`src/sv/swa_pkg.sv`:
```
`timescale 1ns / 1ps
package swa_pkg;
	localparam int WHEEL_COUNT_DEF = 4;
	localparam int FRAC_BITS_DEF = 14;
	localparam int GUARD_BITS = 4;
	localparam int CORDIC_STEPS = 14;
	localparam int STEP_W = 4;
	localparam int KINV = 636751;
	localparam int KINV_BITS = 20;
	localparam int REG_COUNT = 8;
	localparam int REG_IDX_W = 3;
	// working width of the CORDIC datapath
	localparam int CW = 26;

	typedef enum logic [3:0] {
		ST_IDLE,
		ST_ROT_INIT,
		ST_ROT_STEP,
		ST_ROT_SCALE,
		ST_WHL_INIT,
		ST_VEC_STEP,
		ST_VEC_SCALE,
		ST_DIV_INIT,
		ST_DIV_STEP,
		ST_EMIT
	} state_t;

	typedef struct packed {
		logic rot_init;
		logic rot_step;
		logic rot_scale;
		logic whl_init;
		logic vec_step;
		logic vec_scale;
		logic div_init;
		logic div_step;
		logic [1:0] wheel;
		logic [STEP_W-1:0] step;
	} cmd_t;

	typedef struct packed {
		logic all_zero;
	} status_t;

	function automatic logic [15:0] atan_bam(input logic [STEP_W-1:0] i);
		logic [15:0] r;
		begin
			case (i)
				4'd0: r = 16'd8192;
				4'd1: r = 16'd4836;
				4'd2: r = 16'd2555;
				4'd3: r = 16'd1297;
				4'd4: r = 16'd651;
				4'd5: r = 16'd326;
				4'd6: r = 16'd163;
				4'd7: r = 16'd81;
				4'd8: r = 16'd41;
				4'd9: r = 16'd20;
				4'd10: r = 16'd10;
				4'd11: r = 16'd5;
				4'd12: r = 16'd3;
				4'd13: r = 16'd1;
				default: r = 16'd0;
			endcase
			return r;
		end
	endfunction
endpackage

```
`src/sv/swa_datapath.sv`:
```
`timescale 1ns / 1ps
module swa_datapath #(
	parameter int FRAC_BITS = swa_pkg::FRAC_BITS_DEF
) (
	input  logic clk,
	input  logic arst_n,
	input  logic cfg_we,
	input  logic [swa_pkg::REG_IDX_W:0] cfg_index,
	input  logic [15:0] cfg_data,
	input  logic in_take,
	input  logic [63:0] in_bits,
	input  swa_pkg::cmd_t cmd,
	output swa_pkg::status_t status,
	output logic [14:0] speed,
	output logic [15:0] angle
);
	localparam int CW = swa_pkg::CW;
	localparam int SH = swa_pkg::KINV_BITS + swa_pkg::GUARD_BITS;
	localparam int NUM_W = 17 + FRAC_BITS;

	logic signed [15:0] mult_q [swa_pkg::REG_COUNT];
	logic signed [15:0] vx_q, vy_q, turn_q;
	logic [15:0] head_q;
	logic signed [CW-1:0] x_q, y_q;
	logic signed [17:0] z_q;
	logic signed [17:0] rx_q, ry_q;
	logic [15:0] raw_q [4];
	logic [15:0] ang_q [4];
	logic [15:0] peak_q;
	logic [NUM_W-1:0] quo_q;
	logic [NUM_W:0] rem_q;
	logic [NUM_W-1:0] num_q;
	logic [15:0] angle_q;

	// configuration registers
	always_ff @(posedge clk or negedge arst_n) begin
		if (!arst_n) begin
			for (int i = 0; i < swa_pkg::REG_COUNT; i++) mult_q[i] <= '0;
		end else if (cfg_we && !cfg_index[swa_pkg::REG_IDX_W]) begin
			mult_q[cfg_index[swa_pkg::REG_IDX_W-1:0]] <= cfg_data;
		end
	end

	// shared CORDIC step terms
	logic signed [CW-1:0] dx, dy;
	logic signed [17:0] at;
	assign dx = y_q >>> cmd.step;
	assign dy = x_q >>> cmd.step;
	assign at = 18'(signed'({2'b00, swa_pkg::atan_bam(cmd.step)}));

	// heading split
	logic [1:0] quad;
	logic [15:0] zres;
	logic signed [CW-1:0] gx, gy;
	assign quad = 2'((17'(head_q) + 17'd8192) >> 14);
	assign zres = head_q - {quad, 14'd0};
	assign gx = CW'(vx_q) <<< swa_pkg::GUARD_BITS;
	assign gy = CW'(vy_q) <<< swa_pkg::GUARD_BITS;

	// wheel vector before CORDIC
	logic signed [31:0] pmx, pmy;
	logic signed [17:0] px, py;
	assign pmx = mult_q[{cmd.wheel, 1'b0}] * turn_q + (32'sd1 <<< (FRAC_BITS - 1));
	assign pmy = mult_q[{cmd.wheel, 1'b1}] * turn_q + (32'sd1 <<< (FRAC_BITS - 1));
	assign px = rx_q + 18'(pmx >>> FRAC_BITS);
	assign py = ry_q + 18'(pmy >>> FRAC_BITS);

	// scale by KINV
	logic signed [CW+21:0] kx, ky;
	logic signed [CW+21:0] rnd;
	assign rnd = (CW+22)'(1) <<< (SH - 1);
	assign kx = ((CW+22)'(x_q) * (CW+22)'(swa_pkg::KINV) + rnd) >>> SH;
	assign ky = ((CW+22)'(y_q) * (CW+22)'(swa_pkg::KINV) + rnd) >>> SH;

	// restoring division trial
	logic [NUM_W:0] trial;
	assign trial = {rem_q[NUM_W-1:0], num_q[NUM_W-1]};

	always_ff @(posedge clk) begin
		if (in_take) begin
			vx_q <= in_bits[15:0];
			vy_q <= in_bits[31:16];
			turn_q <= in_bits[47:32];
			head_q <= in_bits[63:48];
		end
		if (cmd.rot_init) begin
			unique case (quad)
				2'd0: begin x_q <= gx; y_q <= gy; end
				2'd1: begin x_q <= -gy; y_q <= gx; end
				2'd2: begin x_q <= -gx; y_q <= -gy; end
				default: begin x_q <= gy; y_q <= -gx; end
			endcase
			z_q <= 18'(signed'(zres));
		end
		if (cmd.rot_step) begin
			if (!z_q[17]) begin
				x_q <= x_q - dx; y_q <= y_q + dy; z_q <= z_q - at;
			end else begin
				x_q <= x_q + dx; y_q <= y_q - dy; z_q <= z_q + at;
			end
		end
		if (cmd.rot_scale) begin
			rx_q <= 18'(kx);
			ry_q <= 18'(ky);
		end
		// vectoring runs on (a, b) = (y, x) held in x_q, y_q
		if (cmd.whl_init) begin
			if (py[17]) begin
				x_q <= -(CW'(py) <<< swa_pkg::GUARD_BITS);
				y_q <= -(CW'(px) <<< swa_pkg::GUARD_BITS);
				z_q <= 18'sd32768;
			end else begin
				x_q <= CW'(py) <<< swa_pkg::GUARD_BITS;
				y_q <= CW'(px) <<< swa_pkg::GUARD_BITS;
				z_q <= '0;
			end
			if (cmd.wheel == 2'd0) peak_q <= '0;
		end
		if (cmd.vec_step) begin
			if (!y_q[CW-1]) begin
				x_q <= x_q + dx; y_q <= y_q - dy; z_q <= z_q + at;
			end else begin
				x_q <= x_q - dx; y_q <= y_q + dy; z_q <= z_q - at;
			end
		end
		if (cmd.vec_scale) begin
			logic [15:0] m;
			logic zv;
			// only a zero vector ends with both terms at zero: drop its angle
			zv = (x_q == 0 && y_q == 0);
			m = kx[CW+21] ? 16'd0 : (kx > 65535 ? 16'hFFFF : 16'(kx));
			if (zv) m = '0;
			raw_q[cmd.wheel] <= m;
			ang_q[cmd.wheel] <= zv ? 16'd0 : 16'(z_q);
			if (m > peak_q) peak_q <= m;
		end
		if (cmd.div_init) begin
			num_q <= NUM_W'({raw_q[cmd.wheel], {FRAC_BITS{1'b0}}}) + NUM_W'(peak_q >> 1);
			rem_q <= '0;
			quo_q <= '0;
			angle_q <= ang_q[cmd.wheel];
		end
		if (cmd.div_step) begin
			num_q <= num_q << 1;
			if (trial >= (NUM_W+1)'(peak_q)) begin
				rem_q <= trial - (NUM_W+1)'(peak_q);
				quo_q <= {quo_q[NUM_W-2:0], 1'b1};
			end else begin
				rem_q <= trial;
				quo_q <= {quo_q[NUM_W-2:0], 1'b0};
			end
		end
	end

	assign status.all_zero = (peak_q == 16'd0);
	assign speed = status.all_zero ? 15'd0 :
		(quo_q > NUM_W'(32767) ? 15'h7FFF : 15'(quo_q));
	assign angle = angle_q;
endmodule

```
`src/sv/swa_ctrl.sv`:
```
`timescale 1ns / 1ps
module swa_ctrl #(
	parameter int WHEEL_COUNT = swa_pkg::WHEEL_COUNT_DEF,
	parameter int FRAC_BITS = swa_pkg::FRAC_BITS_DEF
) (
	input  logic clk,
	input  logic arst_n,
	input  logic in_valid,
	output logic in_ready,
	output logic out_valid,
	input  logic out_ready,
	output logic [1:0] out_wheel,
	output logic out_last,
	output swa_pkg::cmd_t cmd
);
	localparam int DIV_STEPS = 17 + FRAC_BITS;
	localparam int CNT_W = $clog2(DIV_STEPS + 1);
	localparam logic [1:0] LAST_W = 2'(WHEEL_COUNT - 1);

	swa_pkg::state_t state_q, state_d;
	logic [CNT_W-1:0] cnt_q, cnt_d;
	logic [1:0] wheel_q, wheel_d;

	always_ff @(posedge clk or negedge arst_n) begin
		if (!arst_n) begin
			state_q <= swa_pkg::ST_IDLE;
			cnt_q <= '0;
			wheel_q <= '0;
		end else begin
			state_q <= state_d;
			cnt_q <= cnt_d;
			wheel_q <= wheel_d;
		end
	end

	// sequence rotation, per-wheel vectoring, then division and emit
	always_comb begin
		state_d = state_q;
		cnt_d = cnt_q;
		wheel_d = wheel_q;
		cmd = '0;
		cmd.wheel = wheel_q;
		cmd.step = cnt_q[swa_pkg::STEP_W-1:0];
		in_ready = 1'b0;
		out_valid = 1'b0;
		unique case (state_q)
			swa_pkg::ST_IDLE: begin
				in_ready = 1'b1;
				if (in_valid) state_d = swa_pkg::ST_ROT_INIT;
			end
			swa_pkg::ST_ROT_INIT: begin
				cmd.rot_init = 1'b1;
				cnt_d = '0;
				state_d = swa_pkg::ST_ROT_STEP;
			end
			swa_pkg::ST_ROT_STEP: begin
				cmd.rot_step = 1'b1;
				cnt_d = cnt_q + 1'b1;
				if (cnt_q == CNT_W'(swa_pkg::CORDIC_STEPS - 1))
					state_d = swa_pkg::ST_ROT_SCALE;
			end
			swa_pkg::ST_ROT_SCALE: begin
				cmd.rot_scale = 1'b1;
				wheel_d = '0;
				state_d = swa_pkg::ST_WHL_INIT;
			end
			swa_pkg::ST_WHL_INIT: begin
				cmd.whl_init = 1'b1;
				cnt_d = '0;
				state_d = swa_pkg::ST_VEC_STEP;
			end
			swa_pkg::ST_VEC_STEP: begin
				cmd.vec_step = 1'b1;
				cnt_d = cnt_q + 1'b1;
				if (cnt_q == CNT_W'(swa_pkg::CORDIC_STEPS - 1))
					state_d = swa_pkg::ST_VEC_SCALE;
			end
			swa_pkg::ST_VEC_SCALE: begin
				cmd.vec_scale = 1'b1;
				if (wheel_q == LAST_W) begin
					wheel_d = '0;
					state_d = swa_pkg::ST_DIV_INIT;
				end else begin
					wheel_d = wheel_q + 1'b1;
					state_d = swa_pkg::ST_WHL_INIT;
				end
			end
			swa_pkg::ST_DIV_INIT: begin
				cmd.div_init = 1'b1;
				cnt_d = '0;
				state_d = swa_pkg::ST_DIV_STEP;
			end
			swa_pkg::ST_DIV_STEP: begin
				cmd.div_step = 1'b1;
				cnt_d = cnt_q + 1'b1;
				if (cnt_q == CNT_W'(DIV_STEPS - 1)) state_d = swa_pkg::ST_EMIT;
			end
			swa_pkg::ST_EMIT: begin
				out_valid = 1'b1;
				if (out_ready) begin
					if (wheel_q == LAST_W) begin
						state_d = swa_pkg::ST_IDLE;
					end else begin
						wheel_d = wheel_q + 1'b1;
						state_d = swa_pkg::ST_DIV_INIT;
					end
				end
			end
			default: state_d = swa_pkg::ST_IDLE;
		endcase
	end

	assign out_wheel = wheel_q;
	assign out_last = (wheel_q == LAST_W);

	a_no_overlap: assert property (@(posedge clk) disable iff (!arst_n)
		!(in_ready && out_valid)) else $error("input taken while emitting");
	a_start: assert property (@(posedge clk) disable iff (!arst_n)
		in_valid && in_ready |=> state_q == swa_pkg::ST_ROT_INIT)
		else $error("request not started");
	a_wheel_range: assert property (@(posedge clk) disable iff (!arst_n)
		out_valid |-> wheel_q <= LAST_W) else $error("wheel out of range");
endmodule

```
`src/sv/swerve_wheel_speed_angle_unit.sv`:
```
`timescale 1ns / 1ps
// Swerve wheel speed/angle unit: one command in (velocity, turn rate,
// heading), WHEEL_COUNT results out (speed normalized to the fastest wheel,
// atan2 steering angle). A request runs one CORDIC rotation, then one CORDIC
// vectoring per wheel, then a restoring division per wheel before each result
// is emitted, on one shared CORDIC unit and one shared bit-serial divider.
// An output stall holds the unit in its emit state. One request at a time.
module swerve_wheel_speed_angle_unit #(
	parameter int WHEEL_COUNT = swa_pkg::WHEEL_COUNT_DEF,
	parameter int FRAC_BITS = swa_pkg::FRAC_BITS_DEF
) (
	input  logic clk,
	input  logic arst_n,
	input  logic cfg_we,
	input  logic [swa_pkg::REG_IDX_W:0] cfg_index,
	input  logic [15:0] cfg_data,
	input  logic s_tvalid,
	output logic s_tready,
	input  logic [63:0] s_tdata,   // vel_x, vel_y, turn_rate, heading
	output logic m_tvalid,
	input  logic m_tready,
	output logic [39:0] m_tdata,   // wheel_index, wheel_speed, wheel_angle, zero pad
	output logic m_tuser,          // all_zero
	output logic m_tlast
);
	swa_pkg::cmd_t cmd;
	swa_pkg::status_t status;
	logic [14:0] speed;
	logic [15:0] angle;
	logic [1:0] wheel;

	swa_ctrl #(.WHEEL_COUNT(WHEEL_COUNT), .FRAC_BITS(FRAC_BITS)) u_ctrl (
		.clk, .arst_n, .in_valid(s_tvalid), .in_ready(s_tready),
		.out_valid(m_tvalid), .out_ready(m_tready), .out_wheel(wheel),
		.out_last(m_tlast), .cmd
	);

	swa_datapath #(.FRAC_BITS(FRAC_BITS)) u_dp (
		.clk, .arst_n, .cfg_we, .cfg_index, .cfg_data,
		.in_take(s_tvalid && s_tready), .in_bits(s_tdata),
		.cmd, .status, .speed, .angle
	);

	assign m_tdata = {7'd0, angle, speed, wheel};
	assign m_tuser = status.all_zero;
endmodule
```
`config.mk`:
```
export PLATFORM = sky130hd
export DESIGN_NAME = swerve_wheel_speed_angle_unit
export DESIGN_NICKNAME = d
export VERILOG_FILES = /design/src/sv/swa_pkg.sv /design/src/sv/swa_datapath.sv /design/src/sv/swa_ctrl.sv /design/src/sv/swerve_wheel_speed_angle_unit.sv
export SDC_FILE = /design/constraint.sdc
export NUM_CORES = 2
export LEC_CHECK = 0
export ABC_AREA = 1
export ABC_CLOCK_PERIOD_IN_PS = 12200
export BUFFER_PORTS_ARGS = -buffer_cell sky130_fd_sc_hd__buf_2
export CAP_MARGIN = 40
export CORE_AREA = 2 2 297 520
export CTS_BUF_LIST = sky130_fd_sc_hd__clkbuf_16
export CTS_CLUSTER_DIAMETER = 40
export CTS_CLUSTER_SIZE = 20
export DETAILED_ROUTE_END_ITERATION = 7
export DIE_AREA = 0 0 299 522
export PLACE_DENSITY = 0.81
export SLEW_MARGIN = 40
export SYNTH_ARGS = -nofsm -noshare
export SYNTH_HDL_FRONTEND = slang
export SYNTH_SLANG_ARGS = --single-unit
export TNS_END_PERCENT = 100
```
`constraint.sdc`:
```
create_clock -name clk -period 12.2 [get_ports clk]
set_input_delay 0.61 -clock clk [delete_from_list [all_inputs] [get_ports clk]]
set_output_delay 0.61 -clock clk [all_outputs]
set_load 0.02 [all_outputs]
```
### Word level (Yosys, flattened, before mapping)

Memory sizes are Yosys's and may differ from the RTL's. A register that Yosys moved wholly into a read port is not among the register bits.
Cells that the tools add are included.

| operators by class | value |
|---|---|
| add/sub/neg operators | 22 |
| $mul | 4 |
| div/mod/pow operators | 0 |
| magnitude comparators | 8 |
| equal/unequal tests | 20 |
| shift operators | 2 |
| multiplexer cells | 76 |
| bitwise logic cells | 3 |
| reductions and logical operators | 19 |

Operator list:

| cell | count |
|---|---|
| 26-bit 2-to-1 mux | 14 |
| 16-bit 2-to-1 mux | 15 |
| 31-bit 2-to-1 mux | 7 |
| 26-bit case mux with 3 select lines | 2 |
| 128-bit bitwise mux | 1 |
| 18-bit 2-to-1 mux | 6 |
| 16-bit binary-select mux with 3-bit select | 2 |
| 32-bit by 15-bit adder with 32-bit output (second input constant) | 2 |
| 32-bit logical NOT | 2 |
| 16-bit by 16-bit multiplier with 32-bit output | 2 |
| 26-bit adder | 2 |
| 20-bit negation with 26-bit output | 2 |
| 22-bit negation with 26-bit output | 2 |
| 26-bit by 4-bit >>> shifter with 26-bit output | 2 |
| 26-bit subtractor | 2 |
| 47-bit by 25-bit adder with 48-bit output (second input constant) | 1 |
| 16-bit demux with 3-bit select | 1 |
| 26-bit by 21-bit multiplier with 47-bit output (second input constant) | 1 |
| 42-bit by 25-bit adder with 42-bit output (second input constant) | 1 |
| 26-bit by 21-bit multiplier with 42-bit output (second input constant) | 1 |
| 4-bit case mux with 10 select lines | 1 |
| 18-bit adder | 2 |
| 32-bit by 16-bit greater-or-equal comparator with 1-bit output | 1 |
| 30-bit by 15-bit adder with 31-bit output | 1 |
| other kinds (41) | 81 |

| storage, ports and cells | value |
|---|---|
| register bits after elaboration | 418 |
| bits in latches | 0 |
| memory bits (writable) | 128 |
| ROM bits | 224 |
| input port bits | 89 |
| output and inout bits | 44 |
| word-level logic and storage cells | 182 |
| memories | 3 |

Memory list:

| name | depth | width | rd ports | clocked after memory_dff | write ports | RTL line | RTL |
|---|---|---|---|---|---|---|---|
| (no name shown) | 16 | 14 | 1 | 0 | 0 | swa_pkg.sv:48 | `case (i)` |
| u_dp.ang_q | 4 | 16 | 1 | 1 | 1 | swa_datapath.sv:28 | `logic [15:0] ang_q [4];` |
| u_dp.raw_q | 4 | 16 | 1 | 0 | 1 | swa_datapath.sv:27 | `logic [15:0] raw_q [4];` |

### Longest topological paths before layout

| depth | value |
|---|---|
| depth after elaboration | 11 |
| mapped depth | 52 |
| gate-level depth less buffers | 47 |

### Hierarchy

Synthesis repeated with hierarchy kept, for this count alone.

| second synthesis, totals | value |
|---|---|
| cell total of the unflattened synthesis | 10039 |
| area total of the unflattened synthesis | 82334.0 um^2 |

By module, submodules not included:

| module | times used | cells an instance | area an instance (um^2) | sequential area each (um^2) |
|---|---|---|---|---|
| swa_datapath | 1 | 9890 | 81364.3 | 15735.1 |
| swa_ctrl | 1 | 139 | 905.9 | 275.3 |
| swerve_wheel_speed_angle_unit | 1 | 10 | 63.8 | 0.0 |

### Worst setup path before layout

No wires, ideal clock.

| timing path | value |
|---|---|
| kind | register to register |
| from | register u_dp.x_q[25] |
| to | register u_dp.peak_q[10] |
| arrival | 8.763 ns |
| data required time | 12.086 ns |
| path slack | 3.324 ns |
| cell stages (with the launch flop) | 42 |
| buffers on the path | 3 |
| cells stage by stage | edfxtp_1 -> clkbuf_1 -> inv_1 -> ha_1 -> xor2_1 -> ha_1 -> inv_1 -> fa_1 -> inv_1 -> fa_1 -> fa_1 -> fa_1 -> inv_1 -> fa_1 -> inv_1 -> ha_1 -> nand2_1 -> nor2_1 -> [6 not listed] -> nand2_1 -> nand2_1 -> nor2_1 -> nand2_1 -> nand2_1 -> buf_2 -> a21oi_1 -> ha_1 -> nand4_1 -> nor4_1 -> o21ai_0 -> o2111ai_1 -> nand2_1 -> nor2_1 -> inv_1 -> clkbuf_1 -> nand3_1 -> nand2_1 |

| between the ends | value |
|---|---|
| longest elaborated chain between the ends | 10 |
| elaborated cells between the ends (all ways) | 12 |
| those cells by class | add/sub (1); mul (1); order compare (2); mux (6); reduce/logical (2) |

RTL lines:

| item | RTL line | RTL |
|---|---|---|
| start, declared | swa_datapath.sv:24 | `logic signed [CW-1:0] x_q, y_q;` |
| start signal, assigned | swa_datapath.sv:88 | `2'd0: begin x_q <= gx; y_q <= gy; end` |
| start signal, assigned | swa_datapath.sv:89 | `2'd1: begin x_q <= -gy; y_q <= gx; end` |
| start signal, assigned | swa_datapath.sv:90 | `2'd2: begin x_q <= -gx; y_q <= -gy; end` |
| 26-bit by 21-bit multiplier with 47-bit output | swa_datapath.sv:72 | `assign kx = ((CW+22)'(x_q) * (CW+22)'(swa_pkg::KINV) + rnd) >>> SH;` |
| 47-bit by 25-bit adder with 48-bit output | swa_datapath.sv:72 |  |
| 24-bit by 17-bit greater-than comparator with 1-bit output | swa_datapath.sv:131 | `m = kx[CW+21] ? 16'd0 : (kx > 65535 ? 16'hFFFF : 16'(kx));` |
| 16-bit 2-to-1 mux (2 in series) | swa_datapath.sv:131 |  |
| 16-bit 2-to-1 mux (*) | swa_datapath.sv:132 | `if (zv) m = '0;` |
| 16-bit 2-to-1 mux (*) | swa_datapath.sv:126 | `if (cmd.vec_scale) begin` |
| 16-bit greater-than comparator | swa_datapath.sv:135 | `if (m > peak_q) peak_q <= m;` |
| 16-bit 2-to-1 mux (*) | swa_datapath.sv:135 |  |
| 16-bit 2-to-1 mux (*) | swa_datapath.sv:126 |  |
| end signal, assigned | swa_datapath.sv:135 |  |
| end, declared | swa_datapath.sv:29 | `logic [15:0] peak_q;` |

Mark *: on every way between the ends. The rest lies on a longest branch, timed or not. The select of a mux whose other input is x is not followed.
A chain may end at the register's enable or synchronous reset.

### Final worst setup path

| timing path | value |
|---|---|
| from | register u_ctrl.wheel_q[0], in the netlist u_ctrl.out_wheel[0] |
| to | register u_dp.x_q[14] (data pin) |

| between the ends | value |
|---|---|
| longest elaborated chain between the ends | 11 |

RTL lines:

| item | RTL line | RTL |
|---|---|---|
| start, declared | swa_ctrl.sv:22 | `logic [1:0] wheel_q, wheel_d;` |
| start signal, assigned | swa_ctrl.sv:32 | `wheel_q <= wheel_d;` |
| 3-bit inverter with 4-bit output (implied by the code) (*) | swa_datapath.sv:64 | `assign pmy = mult_q[{cmd.wheel, 1'b1}] * turn_q + (32'sd1 <<< (FRAC_BITS - 1));` |
| 16-bit binary-select mux with 3-bit select (*) | swa_datapath.sv:64 |  |
| 16-bit 2-to-1 mux (implied by the code) (*) (2 in series) | swa_datapath.sv:64 |  |
| 16-bit by 16-bit multiplier with 32-bit output (*) | swa_datapath.sv:64 |  |
| 32-bit by 15-bit adder with 32-bit output (*) | swa_datapath.sv:64 |  |
| 18-bit adder (*) | swa_datapath.sv:66 | `assign py = ry_q + 18'(pmy >>> FRAC_BITS);` |
| 22-bit negation with 26-bit output | swa_datapath.sv:109 | `x_q <= -(CW'(py) <<< swa_pkg::GUARD_BITS);` |
| 26-bit 2-to-1 mux (*) | swa_datapath.sv:108 | `if (py[17]) begin` |
| 26-bit 2-to-1 mux (*) | swa_datapath.sv:107 | `if (cmd.whl_init) begin` |
| 26-bit 2-to-1 mux (*) | swa_datapath.sv:119 | `if (cmd.vec_step) begin` |
| end signal, assigned | swa_datapath.sv:109 |  |
| end signal, assigned | swa_datapath.sv:113 | `x_q <= CW'(py) <<< swa_pkg::GUARD_BITS;` |
| end signal, assigned | swa_datapath.sv:121 | `x_q <= x_q + dx; y_q <= y_q - dy; z_q <= z_q + at;` |

Marks and branches as above.

==> results.py <==
metrics = {
    "drt": {
        "wirelength_um": 286000,
        "via_per_inst": 5.784,
        "firstDrtPassIters": 8,
        "ant_nets": 0,
        "drc": 26,
        "post_drt_wl_per_cell_um": 23.18,
        "vias": 71360,
        "drt_iter0_markers": 5640,
    },
    "timing": {
        "slew_violations": 0,
        "hold_viol": 0,
        "fmax_ghz": 0.09565,
        "setup_viol": 0,
        "fin_skew_ns": 0.05476,
        "max_slew_margin": 0.3565,
        "finalSetupTns_ns": 0,
        "rsz0062_at_grt": "no",
        "fin_crit_sh": 0.8570,
        "min_period_ns": 10.46,
        "worst_pin_slew_ns": 0.9565,
    },
    "clock_network": {
        "cts_tree": "yes",
        "hold_buffers": 1,
        "postCtsResizedCells": 0,
        "htreeDepth": 3,
        "cts_num_sinks": 562,
        "clk-insertion-delay-late_ns": 0.75,
        "cts_buffers": 71,
        "cts_root_buffer": "clkbuf_16",
        "path_clk_slew_ns": 0.07,
        "postCtsSetupRepairBufs": 0,
        "cts_buffer_depth": 3,
    },
    "logic_synthesis": {
        "async_reset_ff_frac": 0.2473,
        "netlist_area_sq_um": 83080,
        "synth-edff-count": 406,
        "synth_warnings": 0,
        "ys_seq_area_frac": 0.1927,
        "ys_ff_latch": 562,
        "synth_ff_type": "edfxtp_1",
        "ys_types": 74,
        "synth.avg_cell_area_sq_um": 8.122,
        "syn_inst": 10230,
    },
    "global_route": {
        "grt-ovfl-total": 0,
        "grt_pass1_vias": 75780,
        "grt_max_degree": 99,
        "antenna_found_initial": 6,
        "grt_pass1_wl_um": 436300,
        "grt_util_all_layers": 0.3704,
    },
    "layout": {
        "final_common_cell": "inv_1",
        "syn2layout_area_growth_pct": 7.075,
        "nFillCells": 13470,
        "nets": 12280,
        "final_cell_mix": "inv_1, nand2_1, fa_1",
        "layout-drive-gt1-share": 0.04827,
    },
    "min_path": {
        "min_path_type": "input pin to flop",
    },
    "die": {
        "initial_core_util": 0.5461,
        "fp.dieW_um": 299,
        "num_io_pins": 133,
        "die_h_um": 522,
        "core_area_sq_um": 152100,
        "rows": 190,
        "dieArea_sq_um": 156100,
    },
    "flow_run": {
        "drv_cap": 0,
    },
    "placement": {
        "dp_hpwl_um": 235700,
        "place.gp.congestion": 1.100,
        "port-buffer-count": 125,
    },
    "worst_setup_path": {
        "critPathMaxStageDelay_ns": 0.77,
        "slowest_stage": "dfrtp_4",
        "critPathMostFrequentCell": "nand2_1",
        "crit_path_end_kind": "flop",
        "cp.arrival_ns": 10.93,
        "path_max_fanout": 46,
        "startpoint_type": "flop",
        "cp.required_ns": 12.67,
        "criticalPathCategory": "flop to flop",
    },
    "status": {
        "violations": "DRC",
        "status": "finished with violations",
    },
}
[sequential cells by signal, indices dropped and copies added, names as in the netlist]
| signal | cells |
|---|---|
| u_dp.mult_q | 128 |
| u_dp.ang_q | 64 |
| u_dp.raw_q | 64 |
| u_dp.num_q | 31 |
| u_dp.quo_q | 31 |
| u_dp.rem_q | 31 |
| u_dp.x_q | 26 |
| u_dp.y_q | 26 |
| u_dp.rx_q | 18 |
| u_dp.ry_q | 18 |
| u_dp.z_q | 18 |
| u_dp.angle | 16 |
| u_dp.head_q | 16 |
| u_dp.peak_q | 16 |
| u_dp.turn_q | 16 |
| u_dp.vx_q | 16 |
| u_dp.vy_q | 16 |
| u_ctrl.cnt_q | 5 |
| u_ctrl.state_q | 4 |
| u_ctrl.out_wheel | 2 |
[layer usage]
| layer | share of wire | vias up | GRT usage |
|---|---|---|---|
| met4 | 0.11 | 4 | 0.3245 |
| met5 | 0.000094 | - | 0 |
| li1 | - | 32190 | - |
| met2 | 0.51 | 3181 | 0.6634 |
| met3 | 0.063 | 1275 | 0.06222 |
| met1 | 0.32 | 34710 | 0.3682 |
[cell families after synthesis]
| kind of cell | after synthesis | share of synthesized area |
|---|---|---|
| compound gates | 1455 | 0.09848 |
| fa+ha+maj | 1935 | 0.3901 |
| buf+inv | 2553 | 0.1172 |
| flops | 562 | 0.1927 |
| simple gates | 3452 | 0.1717 |
| mux | 29 | 0.003494 |
| other cells | 1 | 0.00004514 |
| xor+xnor | 242 | 0.02632 |
[per-stage QoR]
step                      std cells    util  instance area [sq um]  setup WS (ns)  hold slack (ns)
after floorplan               10240       -                  83100          3.324           0.3144
after global placement        12170  0.5640                  85820          1.923           0.4664
after detailed placement      12190  0.5665                  86190          1.947           0.4732
after CTS                     12320  0.5838                  88820          1.923         0.009966
after global routing          12330  0.5846                  88950          1.193          0.01774
final                         12340  0.5847                  88960          1.745          0.03635
[synth_stat cells (8+ instances only)]
cell type | n | share of area
o31ai_1 | 13 | 0.0012
dfrtp_1 | 139 | 0.042
clkinv_1 | 22 | 0.00099
mux2i_1 | 29 | 0.0035
a21o_1 | 48 | 0.0043
fa_1 | 1092 | 0.26
buf_1 | 33 | 0.0015
inv_2 | 13 | 0.00059
or2_2 | 11 | 0.00083
o21ai_0 | 605 | 0.036
o22ai_1 | 56 | 0.0042
a21boi_0 | 11 | 0.00099
o21a_1 | 16 | 0.0014
o221ai_1 | 15 | 0.0016
buf_4 | 23 | 0.0021
xor2_2 | 9 | 0.0018
xnor2_1 | 43 | 0.0045
a31oi_1 | 30 | 0.0023
clkbuf_1 | 212 | 0.0096
nand4_1 | 86 | 0.0065
o211ai_1 | 53 | 0.0048
nand2_1 | 1935 | 0.087
nor3_1 | 70 | 0.0042
xor2_1 | 190 | 0.020
dfxtp_1 | 17 | 0.0041
ha_1 | 843 | 0.13
inv_1 | 2210 | 0.10
a32oi_1 | 8 | 0.00084
nor2_1 | 794 | 0.036
nand3_1 | 447 | 0.027
nand3b_1 | 13 | 0.0012
a211oi_1 | 19 | 0.0017
buf_2 | 37 | 0.0022
nor4_1 | 42 | 0.0032
o21bai_1 | 27 | 0.0024
o21ai_1 | 24 | 0.0014
edfxtp_1 | 406 | 0.15
a221oi_1 | 16 | 0.0017
a21oi_1 | 471 | 0.028
[critical path: cells and delay by family (launching register included)]
kind / cells / cell delay (ns)
AO/OA/AOI/OAI: 4 / 0.72
XOR/XNOR: 1 / 0.26
adder cells (fa/ha/maj): 8 / 3.45
buffers and inverters: 5 / 1.04
flip-flops: 1 / 0.77
AND/OR/NAND/NOR: 21 / 3.82
[cell type report]
class | count | area, sq um | share of cell area
Multi-Input combinational cell | 7120 | 57530 | 0.6467
Sequential cell | 562 | 16020 | 0.1801
Inverter | 2245 | 8433 | 0.09480
Tap cell | 2016 | 2522 | 0.02835
Timing Repair Buffer | 257 | 1823 | 0.02049
Clock buffer | 71 | 1777 | 0.01997
Clock inverter | 61 | 844.6 | 0.009494
Antenna cell | 5 | 12.51 | 0.0001406
[worst paths after layout]
| check | depth (start not counted) | slack (ns) | from | end |
|---|---|---|---|---|
| min reg2reg | 2 | 0.49 | u_dp.mult_q[107] | u_dp.mult_q[107] |
| min in group asynchronous | 2 | 0.50 | arst_n | u_dp.mult_q[69] |
| max | 39 | 1.74 | u_ctrl.out_wheel[0] | u_dp.x_q[14] |
| min | 1 | 0.04 | s_tdata[51] | u_dp.head_q[3] |
| max reg2reg | 39 | 1.74 | u_ctrl.out_wheel[0] | u_dp.x_q[14] |
| max in group asynchronous | 3 | 10.39 | arst_n | u_ctrl.out_wheel[0] |
Power is left out: the tool's default activity adds up to more than one toggle a clock period on the data nets, which glitch-free logic cannot reach.
